## config.mk

```make
export PLATFORM = sky130hd
export DESIGN_NAME = nct_ram
export DESIGN_NICKNAME = d
export VERILOG_FILES = /design/src/hw/rtl/nct_ram.sv
export SDC_FILE = /design/constraint.sdc
export NUM_CORES = 1
export LEC_CHECK = 0
export CAP_MARGIN = 10
export CORE_MARGIN = 2
export CORE_UTILIZATION = 50
export DETAILED_ROUTE_END_ITERATION = 8
export DONT_BUFFER_PORTS = 1
export PLACE_DENSITY = 0.7
export SLEW_MARGIN = 20
export SYNTH_ARGS = -nofsm -noshare
export SYNTH_HDL_FRONTEND = slang
export SYNTH_SLANG_ARGS = --single-unit
```

## constraint.sdc

```tcl
create_clock -name clock -period 3.9 [get_ports clock]
set_clock_uncertainty 0.1 [all_clocks]
set_input_delay 0.39 -clock clock [delete_from_list [all_inputs] [get_ports clock]]
set_output_delay 0.39 -clock clock [all_outputs]
set_load 0.005 [all_outputs]
```

## src/hw/rtl/nct_ram.sv

```systemverilog
// ----------------------------------------------------------------------------
// nct_ram: generic single-port-write, single-read RAM
// One write port, one read port, read data registered.
// ----------------------------------------------------------------------------
`default_nettype none

module nct_ram #(
   parameter int unsigned WIDTH = 8,
   parameter int unsigned DEPTH = 32
) (
   input  wire logic                                          clock,
   input  wire logic                                          wr_en,
   input  wire logic [((DEPTH > 1) ? $clog2(DEPTH) : 1)-1:0]  wr_addr,
   input  wire logic [WIDTH-1:0]                              wr_data,
   input  wire logic [((DEPTH > 1) ? $clog2(DEPTH) : 1)-1:0]  rd_addr,
   output logic      [WIDTH-1:0]                              rd_data
);

   logic [WIDTH-1:0] mem [DEPTH];

   always_ff @(posedge clock) begin
      if (wr_en) begin
         mem[wr_addr] <= wr_data;
      end
      rd_data <= mem[rd_addr];
   end

endmodule

`default_nettype wire

```

# --- Word-level counts from Yosys, hierarchy flattened ---
# Memory sizes are Yosys's and may differ from the RTL's. A register that Yosys moved wholly into a read port is not among the register bits.
# Index checks and enable logic that the tools add are counted.
word_totals:
  elab_cells: 3
  mem_bits_rw: 256
  mem_count: 1
  inputBits: 20
  reg_bits: 0
  out_inout_bits: 8
  mem_bits_ro: 0
  latch_bits: 0
mem_list:
  columns: ["memory", "words", "word_bits", "read_ports", "rd_clocked_by_memory_dff", "wr", "line_no", "text"]
  rows:
  - ["mem", 32, 8, 1, 1, 1, "19", "logic [WIDTH-1:0] mem [DEPTH];"]
op_classes:
  n_eq_ne: 0
  div_mod_pow: 0
  shifts: 0
  n_addsub: 0
  magnitude_cmp: 0
  n_mux: 2
  n_mul: 0
  n_reduce_logical: 0
  n_bitwise: 0
ops:
  columns: ["op", "count"]
  rows:
  - ["2-to-1 mux 1 bit", 2]

# --- Logic depth before layout (Yosys ltp) ---
# Gate-level depths: netlist of the first run.
depth:
  depth_word: 2
  ltp_mapped: 5
  depth_no_buf: 3

# --- Least setup slack after synthesis of the first run ---
# No wires, ideal clock.
synth_path:
  path_type: "in2reg"
  startpoint: "in rd_addr[2] (netlist bit)"
  endpoint: "reg rd_data[0], read port of mem"
  slack_ns: 1.608
  arrival_time_ns: 2.072
  stages: 5
  setup_ns: 0.121
  n_path_buf: 2
  t_required_ns: 3.679
  path_cell_list: "clkbuf_1 clkbuf_1 mux4_2 mux4_2 mux2_2"
synth_lines:
  columns: ["item", "line_no", "text"]
  rows:
  - ["start: declaration", "15", "input wire logic [((DEPTH > 1) ? $clog2(DEPTH) : 1)-1:0] rd_addr,"]
  - ["end: declaration", "16", "output logic [WIDTH-1:0] rd_data"]

==> results.md, run 1 <==
* Setup crit end kind: flop
* Avg WL per Cell at 26.7 um
* Port-buffer cells at 0
* GPL Wtd Cong at 0.755
* CP arrival at 2.26 ns
* Avg Synthesized Cell Area at 24.1 um2
* Row count at 51
* Post-synth net total at 437
* CTS resizes at 0
* Run status: finished, final reports clean
* DP HPWL at 11200 um
* Clock transition at the registers of the reported paths at 0.06 ns
* Post-synthesis cell area at 10100 um2
* Pins Over Slew Limit at 0
* Fmax at 514 MHz
* Final Hold Viols at 0
* Commonest cells after routing, fill and taps aside: 256 x edfxtp_1, 80 x mux4_2, 33 x nor2_1
* Placement Setup Slack at 1.66 ns
* Setup TNS at 0 ns
* First-pass GRT wire length at 28900 um
* Vias at 4318
* Post-synthesis compound-gate area fraction at 0%
* Initial detailed-routing violation count at 409
* CTS max path bufs at 3
* Critical path startpoint category: flop
* Cell with the largest stage delay on the worst path: mux4_2
* Worst hold-check path type: in -> reg
* Post-synthesis mux area share at 18.8%
* Post-CTS Setup Repair Bufs at 0
* Worst-Skew Late Latency at 0.53 ns
* Tmin final at 1.95 ns
* Pwr Total at 5.98 mW
* Setup slack after layout at 1.95 ns
* Area after DPL at 10300 um2
* Sequential area share after synthesis at 78.1%
* Std-Cell Core Area at 19600 um2
* Most common cell after layout, fill and taps aside: edfxtp_1
* Die height at 146 um
* Simple-Gate Fraction of Synth Area at 2.07%
* P per Cell Area at 530 nW/um2
* Synth Area in Adders at 0%
* Worst path bufs/invs at 0
* Crit-path cells: mux4_2, mux4_2, mux2_2
* Hold-fix buffers, CTS at 9
* R2R Path Start: mem[18][2]
* RSZ-0062 raised after global routing: false
* CTS tree: built
* Synth Area in XOR/XNOR at 0%
* Critical path's top delay family: multiplexers
* Worst Max-Slew Pin Slew at 0.886 ns
* CTS Root Cell: clkbuf_16
* Antenna violations before repair at 0
* Vias in the first global route at 4524
* Drt drc at 0
* GRT Overall Usage at 18.4%
* Layout cell share with drive strength beyond 1 at 30.5%
* Largest family of logic cells by synthesized area: multiplexers
* Crit Path Class: reg -> reg
* WL final at 19200 um
* Number of non-filler instances in the completed layout at 717
* First drt pass iteration count at 5
* Min-delay src: wr_data[1]
* Antenna Cells at 0
* Peak supply drop at 0.314 mV
* Initial core utilization at 51.3%
* Distinct cells, synth at 15
* Top post-synthesis cells by area: edfxtp_1 76%, mux4_2 18%, dfxtp_1 1.6%
* Design Area, Final at 11300 um2
* Largest net degree at the start of global routing at 65
* Die width at 146 um
* Area delta synth->final at 12.2%
* Mapped Cells at 417
* Area leader, netlist: edfxtp_1
* Leak at 3.46 nW
* Die area at 21300 um2
* Ports at 28
* Fin Hold WS at 0.0546 ns
* Dpl cells at 662
* Max Cap Violations at 0
* Finished Core Util at 57.6%
* # clock sinks at 264
* Layout net count at 454
* Slowest stage delay, CP at 0.54 ns
* Total CTS buffers at 26
* Flops & latches, synth at 264
* Post-route ant nets at 0
* Setup Viol. Count Final at 0
* Crit-path max FO at 1
* Most frequent CP cell: mux4_2
* Overflow after GRT at 0
* H-tree levels at 1
* CP startpoint: mem[18][2]
* DR vias/cell at 6.02
* Top cell type's share of synthesized area at 76.5%
* Synth warn at 0
* Slew headroom at 40.7%
* CP required at 4.21 ns
* Post-route clock period utilization at 49.9%
## final cells by class
cell class | count | area [um2]
multi-input combinational | 133 | 2100
sequential | 264 | 7850
fill | 1360 | 8310
timing repair buffer | 9 | 110
clock buffer | 28 | 679
tap | 265 | 332
clock inverter | 18 | 213
## power breakdown
| part | switching [mW] | internal (mW) |
|---|---|---|
| registers | 0.0135 | 3.15 |
| logic | 0.106 | 0.119 |
| clock network | 1.01 | 1.58 |
| total | 1.13 | 4.85 |
## state kept, by name, summed over array words and instances (netlist names)
signal,count
rd_data,8
mem,256
## final timing paths
kind              slack (ns)  cells after the start          to
setup reg to reg        1.95                      3  rd_data[2]
hold reg to reg         0.83                      3  rd_data[7]
setup / recovery        1.95                      3  rd_data[2]
hold / removal          0.05                      1  mem[20][1]
## cells by family (layout without fill, tap and decap cells)
| group | after synthesis | in the layout |
|---|---|---|
| buffers and inverters | 20 | 55 |
| flip-flops | 264 | 264 |
| multiplexers | 88 | 88 |
| AND/OR/NAND/NOR | 45 | 45 |
## metal layers
metal,wire (um),vias up,global-route usage [%]
li1,-,1809,-
met1,7990,2291,26.8
met2,9350,188,28.9
met3,1400,30,3.64
met4,417,0,5.59
met5,0,-,0
## cells in the mapped netlist, drive strengths merged
master and instances:
dfxtp 8, or3b 3, mux2 8, nand2 1
mux4 80, edfxtp 256, nand3b 5, nand3 2
nor2 33, or3 1, clkbuf 6, buf 14
## worst register-to-register path: stages, from the launching register on
cell and delay, ns:
edfxtp_1 0.39, mux4_2 0.50, mux4_2 0.54, mux2_2 0.30
Note: power is estimated with default switching activity, not from simulation.
==> inputs of run 2 (changes only) <==
==> constraint.sdc (replaced) <==
create_clock -name clock -period 1.89 [get_ports clock]
set_clock_uncertainty 0.1 [all_clocks]
set_input_delay 0.189 -clock clock [delete_from_list [all_inputs] [get_ports clock]]
set_output_delay 0.189 -clock clock [all_outputs]
set_load 0.005 [all_outputs]
==> run 2 against run 1 <==
Effect of this change:
- the flow now finishes with violations (hold timing, setup timing)
- combinational power rose by 120%
- hold slack worse by 0.33 ns
- die area unchanged
- register-to-register slack lost 2.0 ns
- core utilization up 1.6 points
- sequential power is 110% higher
- wire length rose by 2.0%
- fmax up 0.99%
- largest power group unchanged
==> results.md, run 2 (synthesis gave the netlist of run 1 again) <==
* Run status: finished with violations
* Failing checks: hold timing, setup timing
* Antenna Cells at 0
* Critical path's top delay family: multiplexers
* CTS tree: built
* Register-to-Register Path Depth at 3
* Top reg by flops: mem
* Pins Over Slew Limit at 0
* Hold EP: rd_data[0]
* Area delta synth->final at 15.3%
* Clock transition at the registers of the reported paths at 0.06 ns
* Reg-to-reg endpoint: rd_data[0]
* Worst Max-Slew Pin Slew at 0.598 ns
* Setup Viol. Count Final at 3
* Final Hold Viols at 8
* Die area at 21300 um2
* H-tree levels at 1
* First-pass GRT wire length at 29300 um
* Fmax at 519 MHz
* CP required at 2.20 ns
* Largest regs: mem x256, rd_data x8
* Die height at 146 um
* DP HPWL at 11600 um
* Vias in the first global route at 4604
* Antenna violations before repair at 0
* Reg-to-reg slack, setup at -0.04 ns
* Largest net degree at the start of global routing at 65
* CTS max path bufs at 3
* Std-Cell Core Area at 19600 um2
* Critical path startpoint category: flop
* Worst path bufs/invs at 0
* Worst-Skew Late Latency at 0.52 ns
* Max Cap Violations at 0
* Most common cell after layout, fill and taps aside: edfxtp_1
* Layout cell share with drive strength beyond 1 at 35.8%
* DR vias/cell at 5.91
* Commonest cells after routing, fill and taps aside: 256 x edfxtp_1, 80 x mux4_2, 32 x nor2_1, 32 x buf_4, 27 x clkbuf_16
* Placement Setup Slack at -0.0578 ns
* Max reg flops at 256
* Min-Delay Path Depth at 1
* Avg WL per Cell at 25.7 um
* Vias at 4489
* Post-route ant nets at 0
* Slowest stage delay, CP at 0.54 ns
* Drt drc at 0
* Most frequent CP cell: mux4_2
* Crit Path Class: reg -> reg
* P per Cell Area at 1030 nW/um2
* Post-CTS Setup Repair Bufs at 0
* Setup slack after layout at -0.0377 ns
* Crit-path cells: mux4_2, mux4_2, mux2_4
* WL final at 19500 um
* Row count at 51
* Port-buffer cells at 0
* # clock sinks at 264
* Peak supply drop at 0.761 mV
* Crit-path max FO at 1
* Hold-fix buffers, CTS at 17
* Number of non-filler instances in the completed layout at 759
* Slew headroom at 60.1%
* R2R Path Start: mem[26][0]
* Post-route clock period utilization at 102%
* RSZ-0062 raised after global routing: true
* Fin Hold WS at -0.277 ns
* Dpl cells at 694
* First drt pass iteration count at 4
* Ports at 28
* Tmin final at 1.93 ns
* Initial detailed-routing violation count at 511
* Cell with the largest stage delay on the worst path: mux4_2
* Layout net count at 494
* Overflow after GRT at 0
* CP arrival at 2.24 ns
* Min-delay src: rd_addr[3]
* Leak at 3.67 nW
* CTS Root Cell: clkbuf_16
* Die width at 146 um
* Worst hold-check path type: in -> reg
* GPL Wtd Cong at 0.740
* Setup crit end kind: flop
* Total CTS buffers at 26
* GRT Overall Usage at 18.8%
* Initial core utilization at 51.3%
==> run 2: worst max-delay path by stage <==
stage / slack, ns / cells after the start / start / to
detailed placement: -0.06 / 3 / mem[26][0] / rd_data[0]
finish: -0.04 / 3 / mem[26][0] / rd_data[0]
global route: -0.05 / 3 / mem[26][0] / rd_data[0]
floorplan: 0.004 / 5 / rd_addr[0] / rd_data[0]
global placement: -0.001 / 3 / mem[31][7] / rd_data[7]
CTS: -0.06 / 3 / mem[26][0] / rd_data[0]
==> run 2: timing repair <==
item / 4_1_cts / 5_1_grt
gates resized for setup: 4 / 5
hold endpoints to repair: 267 / 8
setup endpoints to repair: 7 / 15
==> run 2: layer usage <==
| metal | GRT usage, % | vias to the layer above | share of wire, % |
|---|---|---|---|
| met4 | 4.51 | 0 | 1.6 |
| met2 | 29.8 | 151 | 48 |
| li1 | - | 1894 | - |
| met1 | 27.7 | 2421 | 43 |
| met5 | 0 | - | 0 |
| met3 | 3.32 | 23 | 7.2 |
==> run 2: area by class of cell <==
class / instances / area (um2)
clock buffer: 32 / 714
clock inverter: 16 / 119
fill: 1388 / 8000
multi-input combinational: 133 / 2130
sequential: 264 / 7850
tap: 265 / 332
timing repair buffer: 49 / 445
==> run 2: report_power, final <==
group	total [mW]	internal, mW	leakage [nW]	switching [mW]
clock network	4.92	2.83	0.411	2.09
registers	6.54	6.51	2.37	0.0334
logic	0.497	0.278	0.890	0.218
==> run 2: per-stage QoR <==
step	setup TNS, ns	instance area [um2]	total power, mW	util, %	hold WS (ns)
final	-0.0644	11600	12.0	59.2	-0.277
after global routing	-0.253	11600	12.3	59.2	-0.291
after CTS	-0.202	11600	12.1	59.1	-0.287
after detailed placement	-0.0891	10500	7.03	53.7	0.190
after global placement	-0.000970	10500	7.02	53.7	0.190
after floorplan	0	10200	7.03	-	0.188
==> inputs of run 3 (changes only) <==
--- a/config.mk
+++ b/config.mk
@@ -11,6 +11,7 @@
 export DETAILED_ROUTE_END_ITERATION = 8
 export DONT_BUFFER_PORTS = 1
 export PLACE_DENSITY = 0.7
+export RECOVER_POWER = 50
 export SLEW_MARGIN = 20
 export SYNTH_ARGS = -nofsm -noshare
 export SYNTH_HDL_FRONTEND = slang
==> run 3 against run 2 <==
Effect of this change:
- the run still ends with hold timing, setup timing left
- cell area down 0.66%
- combinational power down 4.6%
- sequential share of layout area up 0.45 points
- hold slack worse by 0.0010 ns
- cell count unchanged
- highest routed layer unchanged
- non-clock buffer count unchanged
- via count down 0.65%
- largest power group unchanged
- clock power about the same
- flip-flop and latch count unchanged
- setup slack better by 0.0010 ns
- core utilization down 0.39 points
==> results.md, run 3 (synthesis gave the netlist of run 1 again) <==
* Run status: finished with violations
* Failing checks: hold timing, setup timing
* Overflow after GRT at 0
* Combinational power share at 4.0%
* CTS max path bufs at 3
* Clk pwr share at 41.2%
* Critical path startpoint category: flop
* H-tree levels at 1
* Worst Max-Slew Pin Slew at 1.44 ns
* Setup slack after layout at -0.0367 ns
* Post-route ant nets at 0
* CP required at 2.20 ns
* # clock sinks at 264
* Row count at 51
* R2R Path Start: mem[26][0]
* Tmin final at 1.93 ns
* GRT Overall Usage at 18.8%
* P per Cell Area at 1040 nW/um2
* Min-delay src: rd_addr[3]
* Slew headroom at 4.33%
* Finished Core Util at 58.8%
* Sw frac at 19.5%
* Leak at 3.64 nW
* Pins Over Slew Limit at 0
* CTS tree: built
* Commonest cells after routing, fill and taps aside: 256 x edfxtp_1, 80 x mux4_2, 32 x nor2_1
* Reg-to-reg slack, setup at -0.04 ns
* Die width at 146 um
* Largest net degree at the start of global routing at 65
* Antenna Cells at 0
* GPL Wtd Cong at 0.740
* P_int at 9.61 mW
* Port-buffer cells at 0
* Avg WL per Cell at 25.7 um
* Final Hold Viols at 8
* Peak supply drop at 0.761 mV
* Post-route clock period utilization at 102%
* Clock transition at the registers of the reported paths at 0.06 ns
* Std-Cell Core Area at 19600 um2
* Worst hold-check path type: in -> reg
* Crit Path Class: reg -> reg
* WL final at 19500 um
* Switch Pwr at 2.33 mW
* RSZ-0062 raised after global routing: true
* Setup crit end kind: flop
* Initial detailed-routing violation count at 527
* Vias at 4460
* Fin Hold WS at -0.278 ns
* DP HPWL at 11600 um
* CP startpoint: mem[26][0]
* Initial core utilization at 51.3%
* Die area at 21300 um2
* Hold-fix buffers, CTS at 17
* Die height at 146 um
* Layout cell share with drive strength beyond 1 at 34.6%
* Flop pwr share at 54.8%
* Crit-path max FO at 1
* Setup TNS at -0.0580 ns
* Area delta synth->final at 14.5%
* CTS Root Cell: clkbuf_16
* Largest regs: mem x256, rd_data x8
* Max Cap Violations at 0
* Max reg flops at 256
* Layout net count at 494
* First drt pass iteration count at 4
* Vias in the first global route at 4604
* Drt drc at 0
* Antenna violations before repair at 0
* Design Area, Final at 11500 um2
* Setup Viol. Count Final at 3
* Ports at 28
* Worst-Skew Late Latency at 0.52 ns
* Most common cell after layout, fill and taps aside: edfxtp_1
* DR vias/cell at 5.88
* Area after DPL at 10500 um2
* Fmax at 519 MHz
* CP arrival at 2.24 ns
* Number of non-filler instances in the completed layout at 759
* Dpl cells at 694
* Top reg by flops: mem
* First-pass GRT wire length at 29300 um
* Total CTS buffers at 26
-- run 3: changes by cell type in the layout (fill, tap and decap cells not counted), sizes merged --
cell,before,now
dlymetal6s4s,0,1
clkbuf,32,40
buf,40,31
-- run 3: critical path, stage by stage, from the launching register on --
cell and delay (ns):
edfxtp_1 0.39, mux4_2 0.51, mux4_2 0.54, mux2_4 0.27
-- run 3: per-stage QoR --
stage,power [mW],setup slack [ns]
final,11.9,-0.0367
after global routing,12.3,-0.0511
after CTS,12.1,-0.0631
after detailed placement,7.03,-0.0578
after global placement,7.02,-0.000970
after floorplan,7.03,0.00395
-- run 3: layer usage --
| layer | routed length, um | up-vias | track usage [%] |
|---|---|---|---|
| li1 | - | 1897 | - |
| met1 | 8310 | 2376 | 27.7 |
| met2 | 9440 | 166 | 29.8 |
| met3 | 1440 | 21 | 3.32 |
| met4 | 304 | 0 | 4.51 |
| met5 | 0 | - | 0 |
-- run 3: power by group through the flow --
stage / logic [mW] / registers, mW / clock network (mW)
final: 0.474 / 6.55 / 4.92
after global routing: 0.501 / 6.55 / 5.22
after CTS: 0.497 / 6.54 / 5.01
after detailed placement: 0.355 / 6.67 / 0
after global placement: 0.354 / 6.67 / 0
after floorplan: 0.375 / 6.65 / 0
-- run 3: layout make-up --
class	count	area, um2
multi-input cells	133	2130
flip-flops and latches	264	7850
clock buffers	32	714
well taps	265	332
fillers	1393	8080
repair buffers	49	369
clock inverters	16	119
-- run 3: path summary, 6_finish.rpt --
check	depth (start not counted)	to
max	3	rd_data[0]
min	1	rd_data[0]
max reg2reg	3	rd_data[0]
min reg2reg	3	rd_data[1]
-- run 3: repair_timing --
action / CTS / global route
resized for setup: 4 / 5
buffers inserted: 0 / 0
gates cloned: 0 / 0
endpoints found under the setup margin: 7 / 15
endpoints found under the hold margin: 267 / 8
